**src/rtl/chaikin_subdivision_pass_defines.svh**
```systemverilog
// ----------------------------------------------------------------------------
// Chaikin subdivision pass: assertion macros
// Shared concurrent-check shorthands, reset-gated on rst_n.
// ----------------------------------------------------------------------------
`ifndef CHAIKIN_SUBDIVISION_PASS_DEFINES_SVH
`define CHAIKIN_SUBDIVISION_PASS_DEFINES_SVH

// same-cycle implication
`define CHK_IMPLY(name, clk, rst_n, cond, conseq, msg) \
    name: assert property (@(posedge clk) disable iff (!rst_n) (cond) |-> (conseq)) \
        else $error(msg);

// next-cycle implication
`define CHK_NEXT(name, clk, rst_n, cond, conseq, msg) \
    name: assert property (@(posedge clk) disable iff (!rst_n) (cond) |=> (conseq)) \
        else $error(msg);

`endif

```
**src/rtl/chaikin_pkg.sv**
```systemverilog
// ----------------------------------------------------------------------------
// chaikin_pkg
// Word, job and status types shared by the Chaikin subdivision pass.
// ----------------------------------------------------------------------------
package chaikin_pkg;

    // coordinate width, signed Q2.14
    localparam int COORD_W = 16;

    typedef logic signed [COORD_W-1:0] coord_t;

    typedef struct packed {
        coord_t x_in;
        coord_t y_in;
        coord_t z_in;
        logic   last_point;
    } point_word_t;

    typedef struct packed {
        coord_t x_out;
        coord_t y_out;
        coord_t z_out;
        logic   end_of_run;
        logic   end_of_curve;
    } refined_word_t;

    typedef struct packed {
        coord_t x;
        coord_t y;
        coord_t z;
    } vec3_t;

    // what the back end has to emit for one pair (or lone point)
    typedef enum logic [2:0] {
        JOB_LONE,
        JOB_FIRST,
        JOB_FIRST_LAST,
        JOB_INNER,
        JOB_LAST
    } job_kind_t;

    typedef struct packed {
        job_kind_t kind;
        vec3_t     p;
        vec3_t     q;
    } job_t;

    typedef struct packed {
        logic valid;
        job_t job;
    } q_push_t;

    typedef struct packed {
        logic full;
        logic empty;
    } q_stat_t;

    typedef struct packed {
        logic have_first;
        logic past_first;
    } front_stat_t;

endpackage

```
**src/rtl/chaikin_front.sv**
```systemverilog
// ----------------------------------------------------------------------------
// chaikin_front
// Accepts points, tracks polyline position, pushes one job per pair or lone point.
// ----------------------------------------------------------------------------
module chaikin_front
(
    input  logic                      clk,
    input  logic                      rst_n,
    input  logic                      point_valid,
    output logic                      point_stall,
    input  chaikin_pkg::point_word_t  point_word,
    input  chaikin_pkg::q_stat_t      q_stat,
    output chaikin_pkg::q_push_t      q_push,
    output chaikin_pkg::front_stat_t  stat
);

    logic                have_first_reg, have_first_next;
    logic                past_first_reg, past_first_next;
    chaikin_pkg::vec3_t  prev_reg;
    chaikin_pkg::vec3_t  cur;
    logic                accept;

    assign point_stall = q_stat.full;
    assign accept      = point_valid && !q_stat.full;

    assign cur.x = point_word.x_in;
    assign cur.y = point_word.y_in;
    assign cur.z = point_word.z_in;

    always_comb
    begin
        q_push.job.p    = prev_reg;
        q_push.job.q    = cur;
        q_push.valid    = accept && (have_first_reg || point_word.last_point);
        if (!have_first_reg)
        begin
            q_push.job.kind = chaikin_pkg::JOB_LONE;
        end
        else if (!past_first_reg)
        begin
            q_push.job.kind = point_word.last_point ? chaikin_pkg::JOB_FIRST_LAST
                                                    : chaikin_pkg::JOB_FIRST;
        end
        else
        begin
            q_push.job.kind = point_word.last_point ? chaikin_pkg::JOB_LAST
                                                    : chaikin_pkg::JOB_INNER;
        end
    end

    // a last point always closes the polyline
    assign have_first_next = !point_word.last_point;
    assign past_first_next = have_first_reg && !point_word.last_point;

    always_ff @(posedge clk or negedge rst_n)
    begin
        if (!rst_n)
        begin
            have_first_reg <= 1'b0;
            past_first_reg <= 1'b0;
        end
        else if (accept)
        begin
            have_first_reg <= have_first_next;
            past_first_reg <= past_first_next;
        end
    end

    always_ff @(posedge clk)
    begin
        if (accept)
        begin
            prev_reg <= cur;
        end
    end

    assign stat.have_first = have_first_reg;
    assign stat.past_first = past_first_reg;

endmodule

```
**src/rtl/chaikin_queue.sv**
```systemverilog
// ----------------------------------------------------------------------------
// chaikin_queue
// Small job FIFO between front and back; head is shown combinationally.
// ----------------------------------------------------------------------------
module chaikin_queue
#(
    parameter int DEPTH = 4     // 2 or more
)
(
    input  logic                  clk,
    input  logic                  rst_n,
    input  chaikin_pkg::q_push_t  q_push,
    input  logic                  pop,
    output chaikin_pkg::job_t     head,
    output chaikin_pkg::q_stat_t  stat
);

    localparam int PTR_W = $clog2(DEPTH);
    localparam int CNT_W = $clog2(DEPTH + 1);

    chaikin_pkg::job_t mem [DEPTH];

    logic [PTR_W-1:0] wr_ptr_reg, wr_ptr_next;
    logic [PTR_W-1:0] rd_ptr_reg, rd_ptr_next;
    logic [CNT_W-1:0] count_reg, count_next;

    always_comb
    begin
        wr_ptr_next = wr_ptr_reg;
        rd_ptr_next = rd_ptr_reg;
        count_next  = count_reg;
        if (q_push.valid)
        begin
            wr_ptr_next = (wr_ptr_reg == PTR_W'(DEPTH - 1)) ? '0 : wr_ptr_reg + 1'b1;
        end
        if (pop)
        begin
            rd_ptr_next = (rd_ptr_reg == PTR_W'(DEPTH - 1)) ? '0 : rd_ptr_reg + 1'b1;
        end
        if (q_push.valid && !pop)
        begin
            count_next = count_reg + 1'b1;
        end
        else if (pop && !q_push.valid)
        begin
            count_next = count_reg - 1'b1;
        end
    end

    always_ff @(posedge clk or negedge rst_n)
    begin
        if (!rst_n)
        begin
            wr_ptr_reg <= '0;
            rd_ptr_reg <= '0;
            count_reg  <= '0;
        end
        else
        begin
            wr_ptr_reg <= wr_ptr_next;
            rd_ptr_reg <= rd_ptr_next;
            count_reg  <= count_next;
        end
    end

    always_ff @(posedge clk)
    begin
        if (q_push.valid)
        begin
            mem[wr_ptr_reg] <= q_push.job;
        end
    end

    assign head       = mem[rd_ptr_reg];
    assign stat.full  = (count_reg == CNT_W'(DEPTH));
    assign stat.empty = (count_reg == '0);

endmodule

```
**src/rtl/chaikin_back.sv**
```systemverilog
// ----------------------------------------------------------------------------
// chaikin_back
// Steps through each job's refined points, one per cycle while the output
// is not stalled, into an output register.
// ----------------------------------------------------------------------------
module chaikin_back
(
    input  logic                        clk,
    input  logic                        rst_n,
    input  chaikin_pkg::job_t           head,
    input  chaikin_pkg::q_stat_t        q_stat,
    output logic                        pop,
    output logic                        refined_valid,
    input  logic                        refined_stall,
    output chaikin_pkg::refined_word_t  refined_word
);

    localparam int W = chaikin_pkg::COORD_W;

    // floor((a+b)/2)
    function automatic chaikin_pkg::coord_t blend_mid(chaikin_pkg::coord_t a,
                                                      chaikin_pkg::coord_t b);
        logic signed [W:0] s;
        s = {a[W-1], a} + {b[W-1], b};
        return s[W:1];
    endfunction

    // floor((3a+b)/4)
    function automatic chaikin_pkg::coord_t blend_near(chaikin_pkg::coord_t a,
                                                       chaikin_pkg::coord_t b);
        logic signed [W+1:0] ae;
        logic signed [W+1:0] s;
        ae = {{2{a[W-1]}}, a};
        s  = {ae[W:0], 1'b0} + ae + {{2{b[W-1]}}, b};
        return s[W+1:2];
    endfunction

    function automatic chaikin_pkg::vec3_t vmid(chaikin_pkg::vec3_t a,
                                                chaikin_pkg::vec3_t b);
        chaikin_pkg::vec3_t r;
        r.x = blend_mid(a.x, b.x);
        r.y = blend_mid(a.y, b.y);
        r.z = blend_mid(a.z, b.z);
        return r;
    endfunction

    function automatic chaikin_pkg::vec3_t vnear(chaikin_pkg::vec3_t a,
                                                 chaikin_pkg::vec3_t b);
        chaikin_pkg::vec3_t r;
        r.x = blend_near(a.x, b.x);
        r.y = blend_near(a.y, b.y);
        r.z = blend_near(a.z, b.z);
        return r;
    endfunction

    logic                        work_valid_reg;
    chaikin_pkg::job_t           work_reg;
    logic [1:0]                  step_reg;
    logic                        out_valid_reg;
    chaikin_pkg::refined_word_t  out_reg;

    logic [1:0]                  last_step;
    logic                        out_load;
    logic                        work_done;
    chaikin_pkg::vec3_t          pt;
    chaikin_pkg::vec3_t          pt_mid;
    chaikin_pkg::vec3_t          pt_near_p;
    chaikin_pkg::vec3_t          pt_near_q;
    logic                        eor;
    logic                        eoc;

    assign pt_mid    = vmid(work_reg.p, work_reg.q);
    assign pt_near_p = vnear(work_reg.p, work_reg.q);
    assign pt_near_q = vnear(work_reg.q, work_reg.p);

    always_comb
    begin
        pt        = work_reg.q;
        eor       = 1'b0;
        eoc       = 1'b0;
        last_step = 2'd1;
        unique case (work_reg.kind)
            chaikin_pkg::JOB_LONE:
            begin
                last_step = 2'd0;
                eor       = 1'b1;
                eoc       = 1'b1;
            end
            chaikin_pkg::JOB_FIRST:
            begin
                pt  = (step_reg == 2'd0) ? work_reg.p : pt_mid;
                eor = (step_reg == 2'd1);
            end
            chaikin_pkg::JOB_FIRST_LAST:
            begin
                last_step = 2'd3;
                unique case (step_reg)
                    2'd0:    pt = work_reg.p;
                    2'd1:    pt = pt_mid;
                    2'd2:    pt = pt_mid;
                    default:
                    begin
                        pt  = work_reg.q;
                        eor = 1'b1;
                        eoc = 1'b1;
                    end
                endcase
            end
            chaikin_pkg::JOB_INNER:
            begin
                pt  = (step_reg == 2'd0) ? pt_near_p : pt_near_q;
                eor = (step_reg == 2'd1);
            end
            chaikin_pkg::JOB_LAST:
            begin
                pt  = (step_reg == 2'd0) ? pt_mid : work_reg.q;
                eor = (step_reg == 2'd1);
                eoc = (step_reg == 2'd1);
            end
            default:
            begin
                last_step = 2'd0;
            end
        endcase
    end

    assign out_load  = work_valid_reg && (!out_valid_reg || !refined_stall);
    assign work_done = out_load && (step_reg == last_step);
    assign pop       = !q_stat.empty && (!work_valid_reg || work_done);

    always_ff @(posedge clk or negedge rst_n)
    begin
        if (!rst_n)
        begin
            work_valid_reg <= 1'b0;
            step_reg       <= '0;
            out_valid_reg  <= 1'b0;
        end
        else
        begin
            if (pop)
            begin
                work_valid_reg <= 1'b1;
                step_reg       <= '0;
            end
            else if (work_done)
            begin
                work_valid_reg <= 1'b0;
            end
            else if (out_load)
            begin
                step_reg <= step_reg + 1'b1;
            end

            if (out_load)
            begin
                out_valid_reg <= 1'b1;
            end
            else if (!refined_stall)
            begin
                out_valid_reg <= 1'b0;
            end
        end
    end

    always_ff @(posedge clk)
    begin
        if (pop)
        begin
            work_reg <= head;
        end
        if (out_load)
        begin
            out_reg.x_out        <= pt.x;
            out_reg.y_out        <= pt.y;
            out_reg.z_out        <= pt.z;
            out_reg.end_of_run   <= eor;
            out_reg.end_of_curve <= eoc;
        end
    end

    assign refined_valid = out_valid_reg;
    assign refined_word  = out_reg;

endmodule

```
**src/rtl/chaikin_subdivision_pass.sv**
```systemverilog
// ----------------------------------------------------------------------------
// chaikin_subdivision_pass
// One pass of Chaikin corner cutting with fixed end masks over a stream
// of 3-D signed Q2.14 points.
// ----------------------------------------------------------------------------
//
//  channel   dir   handshake                    word
//  -------   ---   --------------------------   ---------------------------
//  point     in    point_valid / point_stall    point_word   (x,y,z,last)
//  refined   out   refined_valid / refined_stall refined_word (x,y,z,eor,eoc)
//
//  Each point yields 0 to 4 refined words; the back end emits one word per
//  cycle while refined_stall is low, so an interior point yields 2 words.
//  On its way out, a point's first refined word passes the queue, the work
//  register and the output register, in that order.
//  Reset clears queue, polyline position and valid flags; no clearing pass.
//  point_stall rises only when the job queue is full; refined_stall holds
//  the output register while the queue absorbs points until it is full.
//
// Front end: tracks prev point and whether the current pair is the first,
// and turns each pair into a job (first, first+last, interior, last, lone).
// A first point that is not also last only updates state.
// Queue: QUEUE_DEPTH jobs, decouples point intake from result output.
// Back end: steps through a job's results with a 2-bit counter, blending
// with shift-adds (floor division), into the output register. The next job
// is loaded in the same cycle as the previous job's final word, so words
// flow back to back across jobs.
// ----------------------------------------------------------------------------
`include "chaikin_subdivision_pass_defines.svh"

module chaikin_subdivision_pass
#(
    parameter int QUEUE_DEPTH = 4
)
(
    input  logic                        clk,
    input  logic                        rst_n,
    input  logic                        point_valid,
    output logic                        point_stall,
    input  chaikin_pkg::point_word_t    point_word,
    output logic                        refined_valid,
    input  logic                        refined_stall,
    output chaikin_pkg::refined_word_t  refined_word
);

    chaikin_pkg::q_push_t      q_push;
    chaikin_pkg::q_stat_t      q_stat;
    chaikin_pkg::job_t         q_head;
    chaikin_pkg::front_stat_t  f_stat;
    logic                      q_pop;

    chaikin_front u_front
    (
        .clk         (clk),
        .rst_n       (rst_n),
        .point_valid (point_valid),
        .point_stall (point_stall),
        .point_word  (point_word),
        .q_stat      (q_stat),
        .q_push      (q_push),
        .stat        (f_stat)
    );

    chaikin_queue
    #(
        .DEPTH (QUEUE_DEPTH)
    )
    u_queue
    (
        .clk    (clk),
        .rst_n  (rst_n),
        .q_push (q_push),
        .pop    (q_pop),
        .head   (q_head),
        .stat   (q_stat)
    );

    chaikin_back u_back
    (
        .clk           (clk),
        .rst_n         (rst_n),
        .head          (q_head),
        .q_stat        (q_stat),
        .pop           (q_pop),
        .refined_valid (refined_valid),
        .refined_stall (refined_stall),
        .refined_word  (refined_word)
    );

    // queue must never overflow or underflow
    `CHK_IMPLY(a_no_push_full, clk, rst_n, q_push.valid, !q_stat.full, "push into full queue")
    `CHK_IMPLY(a_no_pop_empty, clk, rst_n, q_pop, !q_stat.empty, "pop from empty queue")

    // a last point closes the polyline
    `CHK_NEXT(a_last_closes, clk, rst_n,
              point_valid && !point_stall && point_word.last_point,
              !f_stat.have_first, "polyline not closed after last point")

    // end of curve is always the end of its point's run
    `CHK_IMPLY(a_eoc_eor, clk, rst_n, refined_valid && refined_word.end_of_curve,
               refined_word.end_of_run, "end_of_curve without end_of_run")

endmodule
```
**config.mk**
```make
export PLATFORM = sky130hd
export DESIGN_NAME = chaikin_subdivision_pass
export DESIGN_NICKNAME = d
export VERILOG_FILES = /design/src/rtl/chaikin_pkg.sv /design/src/rtl/chaikin_front.sv /design/src/rtl/chaikin_queue.sv /design/src/rtl/chaikin_back.sv /design/src/rtl/chaikin_subdivision_pass.sv
export VERILOG_INCLUDE_DIRS = /design/src /design/src/rtl
export SDC_FILE = /design/constraint.sdc
export NUM_CORES = 1
export LEC_CHECK = 0
export BUFFER_PORTS_ARGS = -buffer_cell sky130_fd_sc_hd__clkbuf_2
export CORE_MARGIN = 2
export CORE_UTILIZATION = 65
export CTS_CLUSTER_SIZE = 20
export DETAILED_ROUTE_END_ITERATION = 8
export MAX_ROUTING_LAYER = met4
export PLACE_DENSITY_LB_ADDON = 0.12
export SLEW_MARGIN = 20
export SYNTH_ARGS = -nofsm -noshare
export SYNTH_HDL_FRONTEND = slang
export SYNTH_SLANG_ARGS = --single-unit
```
**constraint.sdc**
```tcl
create_clock -name clk -period 7.9 [get_ports clk]
set_input_delay 0 -clock clk [delete_from_list [all_inputs] [get_ports clk]]
set_output_delay 0 -clock clk [all_outputs]
set_load 0.005 [all_outputs]
```
==> flow_summary.toml <==
[setup_path]
cp_top_family = "compound AO/OA/AOI/OAI gates"
reg2reg_setup_slack_ps = 3770
critPathKind = "reg2reg"
worst-path-max-fanout = 45
crit_cells = 12
reg2reg_depth = 12
critPathLaunchType = "register"
crit_arrival_ps = 4450
critPathBufInv = 4
cp_slowest_cell = "a21oi_1"
worstPathCellList = "inv_1 > ha_2 > buf_4 > inv_1 > buf_4 > nand2_1 > a21oi_1 > a21oi_1 > o21ai_0 > a221o_1 > a211oi_1 > o211ai_1"
max_stage_delay_ps = 810
cp-end-kind = "register"
required_ps = 8220

[timing]
hold_viol = 0
maxSlewViolCount = 0
worstMarginPinSlew_ps = 1210
skew_ps = 40.4
layout_worst_path_cycle_share_pct = 52.2
tns_ps = 0
rsz0062_at_grt = "no"
final-setup-viol-count = 0
min_period_ps = 4130
fmax_mhz = 242
slew_headroom_pct = 19.3

[hold_path]
whs_path_depth = 2
min_path_type = "in2reg"

[clocking]
ctsRootBufferMaster = "clkbuf_16"
clkSinkCount = 606
clkTransAtPathRegs_ps = 60
cts_resized = 0
cts_tree = "yes"
clk_latency_ps = 640
htreeDepth = 2
cts_made_buffers = 56
postCtsSetupBuffers = 0
cts_buffer_depth = 3

[finish]
final_common_cell = "edfxtp_1"
fillers = 2950
largest_reg_flops = 396
layout.nets = 2582
layout_common_cells = "edfxtp_1 (593), ha_1 (144), o21ai_0 (129), a21oi_1 (114)"
area_delta_synth_final_pct = 11.3
drive_above_1_share_pct = 14.6

[global_route]
grt_pass1_vias = 20000
grt_first_pass_wirelength_um = 120000
grt_max_degree = 58
grtUsageMet1_pct = 46.2
overflow = 0
grtUsageTotal_pct = 33.2
grt_use_met2_pct = 50.0
antenna_found_initial = 2
busiest_layer = "met2"
grt_util_met3_pct = 6.41

[outcome]
status = "complete, no violations"

[yosys]
syn-instance-count = 2113
synth_nets = 2411
synth_async_sr_flop_share_pct = 2.15
synth_cell_types = 74
netlist_area_mm2 = 0.0312
syn-mean-instance-area_um2 = 14.7
synth_warnings = 0
seq_area_frac_synth_pct = 58.2
synth-edff-count = 593
synth-main-ff-cell = "edfxtp_1"
ys_ff_latch = 606

[placed_design]
gp_congestion = 0.968
numPortBuffers = 104
place_hpwl_um = 49000

[floorplanning]
die_area_mm2 = 0.0497
die_y_um = 223
start_util_pct = 65.5
core_area_mm2 = 0.0475
row_count = 80
die_w_um = 223
num_io_pins = 105

[route]
post-route-drc-count = 0
detail-route-antenna-nets = 0
firstDrtPassIters = 7
avgViaCountPerCell = 6.69
drt_iter0_markers = 1963
wire_per_inst_um = 26.6
vias = 19700
wl_um = 78200

[job]
max_cap_violations = 0
[Yosys cell counts (all sizes together), types with 30 or more instances]
cell type	count	area, um^2
a21oi	114	571
clkbuf	51	191
edfxtp	593	17800
fa	100	2000
ha	145	1810
inv	61	229
mux4	99	2230
nand2	102	383
nand2b	34	213
nand3	33	165
nor2	104	390
nor3	30	155
o21ai	130	651
xnor2	63	552
xor2	36	315
[routing by layer]
layer | vias up | wire, um
met3 | 160 | 6340
met5 | - | 0
met2 | 860 | 36400
met4 | 0 | 2290
li1 | 8718 | -
met1 | 9920 | 33200
[repair_timing]
action	CTS	global route
setup endpoints to repair	0	0
hold buffers	54	0
endpoints found under the hold margin	268	0
[metrics by stage]
| step | utilization (%) | std cells | area (um^2) | hold WS [ps] | worst slack [ps] |
|---|---|---|---|---|---|
| 4_1_cts | 72.9 | 2939 | 34700 | 118 | 3800 |
| 2_1_floorplan | - | 2113 | 31200 | -296 | 2610 |
| 5_1_grt | 73.0 | 2940 | 34700 | 156 | 3490 |
| 3_3_place_gp | 68.2 | 2787 | 32400 | -77.8 | 3850 |
| 3_5_place_dp | 68.2 | 2787 | 32400 | -72.3 | 3800 |
| 6_report | 73.0 | 2940 | 34700 | 148 | 3770 |
[kinds of logic (layout without fill, tap and decap cells)]
group,after synthesis,in the layout,share of synthesized area [%]
AOI/OAI and AO/OA,525,525,11.4
xor gates and xnor gates,99,99,2.78
adders and majority gates,245,245,12.2
buffers and inverters,133,344,1.61
DFF,606,606,58.2
muxes,112,112,7.59
other,0,1,0
and+or+nand+nor,393,393,6.13
[area by class of cell]
type                            count  area (um^2)  area share [%]
Antenna cell                        1         2.50         0.00721
Clock buffer                       66         1440            4.15
Clock inverter                     32          294           0.848
Inverter                           62          234           0.675
Multi-Input combinational cell   1374        12500            36.2
Sequential cell                   606        18100            52.3
Tap cell                          615          769            2.22
Timing Repair Buffer              184         1260            3.62
[worst paths after layout]
check | startpoint | to
worst max-delay path | u_back.step_reg[0] | u_back.refined_word[16]
worst min-delay path | point_word[41] | u_queue.mem[3][40]
worst max register to register | u_back.step_reg[0] | u_back.refined_word[16]
worst min register to register | u_front.q_push[62] | u_queue.mem[3][62]
max in group asynchronous | rst_n | u_queue.rd_ptr_reg[1]
min in group asynchronous | rst_n | u_front.have_first_reg
Power is not shown: default switching activity piles up to over one toggle a cycle in this logic, so the estimate is an artifact.
